$ cat src/design/ll1p_pkg.sv
// ----------------------------------------------------------------------------
// ll1p_pkg
// Shared codes, field widths and types of the LL(1) predictive parse engine.
// ----------------------------------------------------------------------------
package ll1p_pkg;

	localparam int OP_W      = 3;
	localparam int NT_W      = 4;
	localparam int TERM_W    = 5;
	localparam int KIND_W    = 2;
	localparam int PROD_W    = 6;
	localparam int POS_W     = 3;
	localparam int SYM_W     = 6;
	localparam int LEN_W     = 4;
	localparam int STATUS_W  = 2;
	localparam int IERR_W    = 8;
	localparam int TERR_W    = 16;
	localparam int EKIND_W   = 3;
	localparam int STEP_W    = 14;
	localparam int CFG_IDX_W = 1;
	localparam int CFG_W     = 14;

	// input operations
	localparam logic [OP_W-1:0] OP_LOAD_CELL = 3'd0;
	localparam logic [OP_W-1:0] OP_LOAD_SYM  = 3'd1;
	localparam logic [OP_W-1:0] OP_LOAD_LEN  = 3'd2;
	localparam logic [OP_W-1:0] OP_START     = 3'd3;
	localparam logic [OP_W-1:0] OP_TOKEN     = 3'd4;
	localparam logic [OP_W-1:0] OP_END       = 3'd5;

	// result status
	localparam logic [STATUS_W-1:0] ST_OK     = 2'd0;
	localparam logic [STATUS_W-1:0] ST_ACCEPT = 2'd1;
	localparam logic [STATUS_W-1:0] ST_REJECT = 2'd2;
	localparam logic [STATUS_W-1:0] ST_IDLE   = 2'd3;

	// error kinds
	localparam logic [EKIND_W-1:0] ERR_NONE     = 3'd0;
	localparam logic [EKIND_W-1:0] ERR_MISMATCH = 3'd1;
	localparam logic [EKIND_W-1:0] ERR_EMPTY    = 3'd2;
	localparam logic [EKIND_W-1:0] ERR_CONFLICT = 3'd3;
	localparam logic [EKIND_W-1:0] ERR_OVERFLOW = 3'd4;
	localparam logic [EKIND_W-1:0] ERR_LIMIT    = 3'd5;

	// parse table cell kinds
	localparam logic [KIND_W-1:0] CELL_EMPTY  = 2'd0;
	localparam logic [KIND_W-1:0] CELL_SINGLE = 2'd1;

	// configuration register indexes
	localparam logic [CFG_IDX_W-1:0] REG_START_SYMBOL = 1'd0;
	localparam logic [CFG_IDX_W-1:0] REG_STEP_LIMIT   = 1'd1;

	localparam logic [SYM_W-1:0]  SYM_END_MARK = 6'd0;
	localparam logic [SYM_W-1:0]  NT_BASE      = 6'd32;
	localparam logic [STEP_W-1:0] STEP_MAX     = 14'd16383;
	localparam logic [STEP_W-1:0] LIMIT_RST    = 14'd10000;
	localparam logic [IERR_W-1:0] IERR_MAX     = 8'd255;
	localparam logic [TERR_W-1:0] TERR_MAX     = 16'd65535;

	typedef struct packed {
		logic               clr_item;
		logic               clr_all;
		logic               note;
		logic [EKIND_W-1:0] kind;
		logic [SYM_W-1:0]   top;
	} err_cmd_t;

	typedef struct packed {
		logic [IERR_W-1:0]  item_errs;
		logic [TERR_W-1:0]  total;
		logic [EKIND_W-1:0] kind;
		logic [SYM_W-1:0]   top;
	} err_info_t;

endpackage

$ cat src/design/ll1p_err_rec.sv
// ----------------------------------------------------------------------------
// ll1p_err_rec
// Error recorder: saturating per-item and per-parse counts, last kind and top.
// ----------------------------------------------------------------------------
module ll1p_err_rec (
	input  logic               clk,
	input  logic               arst_n,
	input  ll1p_pkg::err_cmd_t  cmd,
	output ll1p_pkg::err_info_t info
);
	import ll1p_pkg::*;

	logic [IERR_W-1:0]  item_q;
	logic [TERR_W-1:0]  total_q;
	logic [EKIND_W-1:0] kind_q;
	logic [SYM_W-1:0]   top_q;

	always_ff @(posedge clk or negedge arst_n) begin
		if (!arst_n) begin
			item_q  <= '0;
			total_q <= '0;
			kind_q  <= ERR_NONE;
			top_q   <= '0;
		end else begin
			if (cmd.clr_item) begin
				item_q <= '0;
			end
			if (cmd.clr_all) begin
				total_q <= '0;
				kind_q  <= ERR_NONE;
				top_q   <= '0;
			end
			if (cmd.note) begin
				if (item_q != IERR_MAX) item_q <= item_q + 1'b1;
				if (total_q != TERR_MAX) total_q <= total_q + 1'b1;
				kind_q <= cmd.kind;
				top_q  <= cmd.top;
			end
		end
	end

	assign info.item_errs = item_q;
	assign info.total     = total_q;
	assign info.kind      = kind_q;
	assign info.top       = top_q;

endmodule

$ cat config.mk
export PLATFORM = sky130hd
export DESIGN_NAME = ll1p_err_rec
export DESIGN_NICKNAME = d
export VERILOG_FILES = /design/src/design/ll1p_pkg.sv /design/src/design/ll1p_err_rec.sv
export SDC_FILE = /design/constraint.sdc
export NUM_CORES = 1
export LEC_CHECK = 0
export ABC_AREA = 1
export BUFFER_PORTS_ARGS = -buffer_cell sky130_fd_sc_hd__buf_4
export CORE_MARGIN = 2
export CORE_UTILIZATION = 30
export DETAILED_ROUTE_END_ITERATION = 12
export PLACE_DENSITY = 0.59
export SLEW_MARGIN = 20
export SYNTH_ARGS = -nofsm -noshare
export SYNTH_HDL_FRONTEND = slang
export SYNTH_SLANG_ARGS = --single-unit
export TNS_END_PERCENT = 5
$ cat constraint.sdc
create_clock -name clk -period 1.92 [get_ports clk]
set_clock_uncertainty 0.15 [all_clocks]
set_input_delay 0.096 -clock clk [delete_from_list [all_inputs] [get_ports clk]]
set_output_delay 0.096 -clock clk [all_outputs]
set_load 0.05 [all_outputs]
* After elaboration in Yosys (flattened, before gate mapping) *
Cells that the tools add are included.

storage, ports and cells
  latch bits = 0
  RAM bits = 0
  logic and storage cells = 19
  bits in read-only memories = 0
  register bits = 33
  output and inout bits = 33
  bits of input ports = 14
  memories = 0

operators by class
  multiplexer cells = 10
  eq/ne operators = 2
  bitwise gates (word level) = 0
  div/mod/pow operators = 0
  shift operators = 0
  reductions and logical operators = 1
  magnitude comparators = 0
  add/sub/neg operators = 2
  multipliers = 0

operator list
  kind                                                             number
  16-bit two-way mux                                               3
  8-bit two-way mux                                                3
  16-bit by 1-bit adder with 16-bit output, second input constant  1
  16-bit inequality test, second input constant                    1
  6-bit two-way mux                                                2
  8-bit by 1-bit adder with 8-bit output, second input constant    1
  8-bit inequality test, second input constant                     1
  3-bit two-way mux                                                2
  2-bit nonzero test                                               1

* Longest topological paths before layout *
Gate-level depths: netlist of the first run.

  depth in word-level cells = 3
  gate-level depth with buffers = 10
  gate-level depth less buffers = 10

* Least setup slack after synthesis of the first run *
Ideal clock, no wire load.

  path type = reg2reg
  from = reg total_q[0]
  to = reg total_q[15]
  clock period less this slack = 1.919 ns
  data required time = 1.652 ns
  buffers on the path = 0
  stages on the path, launching flop included = 11
  arrival time = 1.651 ns
  slack = 0.001 ns
  library setup time = 0.118 ns
  path through = dfrtp_1 ha_1 inv_1 nor2_4 nand2_1 nor2_2 nand3_1 nand2_1 inv_1 nand2_1 nand2_1

between the ends
  cells in the longest elaborated chain, start to end = 3
  elaborated cells between the ends (all ways) = 4
  those cells by class = add/sub: 1; eq/ne: 1; mux: 2

ends and longest elaborated chain
  item                                                                                RTL line            text
  start: declaration                                                                  ll1p_err_rec.sv:14  logic [TERR_W-1:0] total_q;
  start signal: assignment                                                            ll1p_err_rec.sv:35  if (total_q != TERR_MAX) total_q <= total_q + 1'b1;
  16-bit by 1-bit adder with 16-bit output or 16-bit inequality test (tied branches)  ll1p_err_rec.sv:35
  16-bit two-way mux (*)                                                              ll1p_err_rec.sv:35
  16-bit two-way mux (*)                                                              ll1p_err_rec.sv:33  if (cmd.note) begin

Every way passes the cells marked *; elsewhere a longest branch is shown, timed or not.
A chain may end at the register's enable or synchronous reset.

* Final worst setup path of the first run *
  from = reg item_q[0]
  to = reg item_q[5]

between the ends
  cells in the longest elaborated chain, start to end = 3
  elaborated cells between the ends (all ways) = 4
  those cells by class = add/sub: 1; eq/ne: 1; mux: 2

ends and longest elaborated chain
  item                                                                             RTL line            text
  start: declaration                                                               ll1p_err_rec.sv:13  logic [IERR_W-1:0] item_q;
  start signal: assignment                                                         ll1p_err_rec.sv:34  if (item_q != IERR_MAX) item_q <= item_q + 1'b1;
  8-bit by 1-bit adder with 8-bit output or 8-bit inequality test (tied branches)  ll1p_err_rec.sv:34
  8-bit two-way mux (*)                                                            ll1p_err_rec.sv:34
  8-bit two-way mux (*)                                                            ll1p_err_rec.sv:33

Marks and branches as above.

==> impl_metrics.json, run 1 <==
{
  "port_buffers": 46,
  "critical_path.max_fanout": 6,
  "setup_viol": 0,
  "reg2regPathDepth": 8,
  "cts_buffers": 5,
  "synth_nets": 270,
  "register_area_um2": 826,
  "crit_family": "simple AND/OR/NAND/NOR gates",
  "status": "completed",
  "drive_gt1_frac": 0.210,
  "drcViolationCount": 0,
  "place_inst": 372,
  "insertion_delay_ns": 0.28,
  "drv_slew": 0,
  "place_ws_ns": 0.179,
  "required_ns": 1.95,
  "fmax_ghz": 0.577,
  "initial_core_util": 0.307,
  "fillCellCount": 644,
  "dieArea_um2": 7030,
  "die_w_um": 83.9,
  "ys_ff_latch": 33,
  "ir_worst_vdd_mv": 0.363,
  "grt_setup_unrepaired": "false",
  "cp_slowest_cell": "dfrtp_1",
  "n_antenna_cell": 0,
  "synth_area_leaders": "dfrtp_1, nand2_1, nand3_1",
  "path_common_cell": "nand2_1",
  "nNetsFinal": 330,
  "leakage_nw": 1.23,
  "synth_top_area_share": 0.432,
  "drt_iter0_markers": 111,
  "synth_cell_types": 27,
  "grt-ovfl-total": 0,
  "syn_area_um2": 1910,
  "vias": 1895,
  "clk_pin_slew_worst_paths_ns": 0.07,
  "crit_chain": "ha_1, nand4_1, nor2_2, nand2_1, nand2_1, nand2_1, nand2_1, nor2_1",
  "dr.pass1.iters": 4,
  "worstMarginPinSlew_ns": 0.696,
  "finalCritPeriodShare": 0.902,
  "cts_setup_buffers": 0,
  "tns_ns": 0,
  "setup_ws_ns": 0.188,
  "total_power_mw": 1.73,
  "area_delta_synth_final_pct": 32.8,
  "hp-class": "in2reg",
  "final_common_cell": "nand2_1",
  "seq_area_frac_synth": 0.432,
  "core_area_um2": 6240,
  "grt_usage": 0.143,
  "slew_headroom": 0.534,
  "cp-end-kind": "register",
  "cp_data_arrival_time_ns": 1.76,
  "globalplace.congestion": 0.860,
  "clock-sinks": 33,
  "timing.hold.ws_ns": 0.0668,
  "cts_tree": "done",
  "die_y_um": 83.9,
  "synthCells": 254,
  "synth.largest_area_cell": "dfrtp_1",
  "fin_crit_ns": 1.73,
  "crit_cells": 8,
  "dp_hpwl_um": 3390,
  "grt_pass1_wl_um": 8340,
  "cp_num_buf_inv": 0,
  "ant_nets": 0,
  "most-common-layout-cells": "nand2_1, buf_4, nand3_1",
  "hold_depth": 3,
  "clk_path_buf_depth": 2,
  "post_drt_wl_per_cell_um": 12.7,
  "drv_cap": 0,
  "wl_um": 4980,
  "antenna_found_initial": 0,
  "multi_input_area_um2": 966,
  "hold_viol": 0,
  "ios": 47,
  "via_per_inst": 4.83,
  "worst-setup-path-type": "reg2reg",
  "htree_levels": 2,
  "fp-row-count": 29,
  "ys_warn_count": 0,
  "startpoint_type": "register",
  "postSynthAreaPerCell_um2": 7.53,
  "p_per_area_nw_per_um2": 681,
  "slowest_delay_ns": 0.44,
  "grt_max_degree": 34,
  "cts_root_buf": "clkbuf_8",
  "fin_cells": 392,
  "grt_pass1_vias": 1774
}
-- worst min-delay path, stage by stage --
cell and delay (ns):
buf_4 0.22, nand2_1 0.10, nand2_1 0.04
-- where the power goes --
| part | leakage [nW] | switching [mW] | internal [mW] |
|---|---|---|---|
| Clock | 0.0450 | 0.261 | 0.251 |
| Sequential | 0.442 | 0.0505 | 0.738 |
| Combinational | 0.743 | 0.282 | 0.148 |
-- cell type report --
type                       count  area share
sequential                    33       0.325
clock inverter                 2     0.00394
timing repair buffer          60       0.189
clock buffer                   6      0.0286
multi-input combinational    190       0.380
tap                           77      0.0379
inverter                      24      0.0355
-- registers in the layout, indices dropped and copies added (netlist names) --
| name | flops |
|---|---|
| top_q | 6 |
| total_q | 16 |
| item_q | 8 |
| kind_q | 3 |
-- Yosys cell counts --
cell type and instances:
nand2_1 75, nand3_1 40, dfrtp_1 33, nor2_1 24, inv_1 21, o21ai_0 10
a22o_1 9, nand4_1 6, xnor2_1 5, nor2_2 3, o21ai_1 3, xor2_1 3
buf_1 2, buf_2 2, clkbuf_1 2, clkinv_1 2, ha_1 2, nor2_4 2
o21bai_1 2, a21oi_1 1, and2_1 1, and3_1 1, buf_6 1, inv_2 1
nand2_2 1, nand2_4 1, nand4_4 1
-- per-stage QoR --
stage	instance area, um^2	utilization
5_1_grt	2540	0.407
4_1_cts	2540	0.406
2_1_floorplan	1910	-
6_report	2540	0.407
3_3_place_gp	2330	0.374
3_5_place_dp	2330	0.374
-- path summary, 6_finish.rpt --
path	start	to	slack [ns]
min reg2reg	top_q[4]	top_q[4]	0.36
min	cmd[9]	total_q[4]	0.07
max in group asynchronous	arst_n	total_q[3]	1.17
min in group asynchronous	arst_n	top_q[5]	0.14
max	item_q[0]	item_q[5]	0.19
max reg2reg	item_q[0]	item_q[5]	0.19
-- routing by layer --
metal | routed length, um | GRT usage
met1 | 2150 | 0.182
met2 | 2560 | 0.247
met3 | 243 | 0.0346
met4 | 29 | 0.0323
met5 | 0 | 0
-- cells by family after synthesis --
| family | count (synthesis) | share of synthesized area |
|---|---|---|
| AND/OR/NAND/NOR | 155 | 0.367 |
| flip-flops | 33 | 0.432 |
| buffers and inverters | 31 | 0.0661 |
| AO/OA/AOI/OAI | 25 | 0.0857 |
| XOR/XNOR | 8 | 0.0366 |
| adder cells (fa/ha/maj) | 2 | 0.0131 |
-- timing repair --
action / 4_1_cts / 5_1_grt
hold buffers: 12 / 0
endpoints found under the hold margin: 47 / 0
endpoints found under the setup margin: 0 / 5
gates resized for setup: 0 / 2
Power figures use the tool's default switching activity.
==> run 2, diff against run 1 <==
CTS_BUF_LIST = sky130_fd_sc_hd__clkbuf_8   (was unset)
MAX_ROUTING_LAYER = met4   (was unset)
clock period = 1.7 ns   (was 1.92 ns; I/O delays follow)
==> impl_metrics.json, run 2 (synthesized netlist as in run 1, its figures left out) <==
{
  "via_per_inst": 4.73,
  "grt_setup_unrepaired": "true",
  "cts_tree": "done",
  "setup_ws_ns": 0.0942,
  "nNetsFinal": 338,
  "grt_pass1_wl_um": 8830,
  "largest_register": "total_q",
  "cp-end-kind": "register",
  "top_regs": "total_q: 16 flops, item_q: 8 flops, top_q: 6 flops",
  "reg2regPathDepth": 8,
  "drv_cap": 0,
  "insertion_delay_ns": 0.28,
  "cts_setup_buffers": 0,
  "crit_chain": "ha_1, nand4_1, nor2_1, nand2_2, nand2_2, nand2_1, nand2_1, nor2_1",
  "cts_buffers": 5,
  "place_ws_ns": 0.0839,
  "startpoint_type": "register",
  "worstMarginPinSlew_ns": 0.461,
  "cp_slowest_cell": "dfrtp_2",
  "ant_nets": 0,
  "grt-ovfl-total": 0,
  "place_inst": 379,
  "required_ns": 1.73,
  "port_buffers": 46,
  "ios": 47,
  "drcViolationCount": 0,
  "cts_root_buf": "clkbuf_8",
  "core_area_um2": 6240,
  "most-common-layout-cells": "nand2_1, buf_4, nand3_1",
  "die_y_um": 83.9,
  "fp-row-count": 29,
  "dieArea_um2": 7030,
  "grt_usage": 0.158,
  "critical_path.max_fanout": 6,
  "wl_um": 4960,
  "reg2reg_to": "item_q[5]",
  "grt_pass1_vias": 1868,
  "hp-class": "in2async",
  "largest_reg_flops": 16,
  "drv_slew": 0,
  "finish.utilization": 0.428,
  "cp_num_buf_inv": 0,
  "final_common_cell": "nand2_1",
  "n_antenna_cell": 0,
  "slowest_delay_ns": 0.42,
  "drive_gt1_frac": 0.282,
  "cp_data_arrival_time_ns": 1.64,
  "drt_iter0_markers": 64,
  "globalplace.congestion": 0.836,
  "crit_family": "simple AND/OR/NAND/NOR gates",
  "setup_viol": 0,
  "clock-sinks": 33,
  "stdcell_area_um2": 2670,
  "fmax_ghz": 0.623,
  "post_drt_wl_per_cell_um": 12.4,
  "slew_headroom": 0.692,
  "ir_worst_vdd_mv": 0.482,
  "antenna_found_initial": 0,
  "clk_pin_slew_worst_paths_ns": 0.07,
  "total_power_mw": 2.10,
  "r2r-start": "item_q[0]",
  "grt_max_degree": 34,
  "vias": 1893,
  "htree_levels": 2,
  "clk_path_buf_depth": 2,
  "finalCritPeriodShare": 0.945,
  "status": "completed",
  "p_per_area_nw_per_um2": 787,
  "fin_cells": 400,
  "placed_cell_area_um2": 2420,
  "initial_core_util": 0.307,
  "dr.pass1.iters": 4,
  "dp_hpwl_um": 3500,
  "fin_crit_ns": 1.61,
  "leakage_nw": 1.27,
  "area_delta_synth_final_pct": 39.6,
  "die_w_um": 83.9,
  "hold_viol": 0,
  "worst-setup-path-type": "reg2reg",
  "reg2reg_slack_ns": 0.09
}
## run 2: cell types whose count changed in the layout (fill, tap and decap cells not counted), moves of 3 or more
cell / before / now
nand2_1: 75 / 72
nand2_2: 1 / 4
dfrtp_2: 0 / 14
dfrtp_1: 33 / 19
buf_4: 48 / 55
## run 2: what timing repair did
action                                  4_1_cts  5_1_grt
endpoints found under the setup margin        0       17
gates resized for setup                       0        6
endpoints found under the hold margin        48        0
hold buffers                                 13        0
## run 2: area by class of cell
class	instances	area, um^2
multi-input cells	190	991
clock buffers	5	68.8
repair buffers	68	543
fillers	652	3570
flip-flops and latches	33	843
inverters	24	90.1
clock inverters	3	38.8
well taps	77	96.3
## run 2: per-stage QoR
| step | hold slack, ns | TNS, ns |
|---|---|---|
| 2_1_floorplan | -0.361 | -0.241 |
| 6_report | 0.128 | 0 |
| 3_3_place_gp | -0.0830 | 0 |
| 5_1_grt | 0.154 | -0.131 |
| 4_1_cts | 0.132 | 0 |
| 3_5_place_dp | -0.0794 | 0 |
## run 2: worst max-delay path by stage
stage / from / end / slack, ns / depth (start not counted)
after floorplan: item_q[0] / item_q[5] / -0.03 / 8
final: item_q[0] / item_q[5] / 0.09 / 8
after global routing: item_q[0] / item_q[5] / -0.04 / 8
after global placement: total_q[0] / total_q[15] / 0.13 / 10
after CTS: total_q[0] / total_q[15] / 0.07 / 10
after detailed placement: total_q[0] / total_q[15] / 0.08 / 10
## run 2: metal layers
metal | global-route usage | vias up | wire length (um)
li1 | - | 967 | -
met1 | 0.198 | 875 | 2290
met2 | 0.260 | 49 | 2430
met3 | 0.0287 | 2 | 202
met4 | 0.0484 | 0 | 31
met5 | - | - | 0
## run 2: where the power goes
part / switching [mW] / leakage [nW] / total [mW] / internal (mW)
Sequential: 0.0702 / 0.420 / 0.910 / 0.839
Clock: 0.291 / 0.0593 / 0.720 / 0.429
Combinational: 0.305 / 0.787 / 0.472 / 0.166
Total: 0.667 / 1.27 / 2.10 / 1.43
## run 2: worst reg2reg max path: cells and delay by family (launching register included)
family                   cells  cell delay, ns
AND/OR/NAND/NOR              7            0.71
adder cells (fa/ha/maj)      1            0.22
flip-flops                   1            0.42
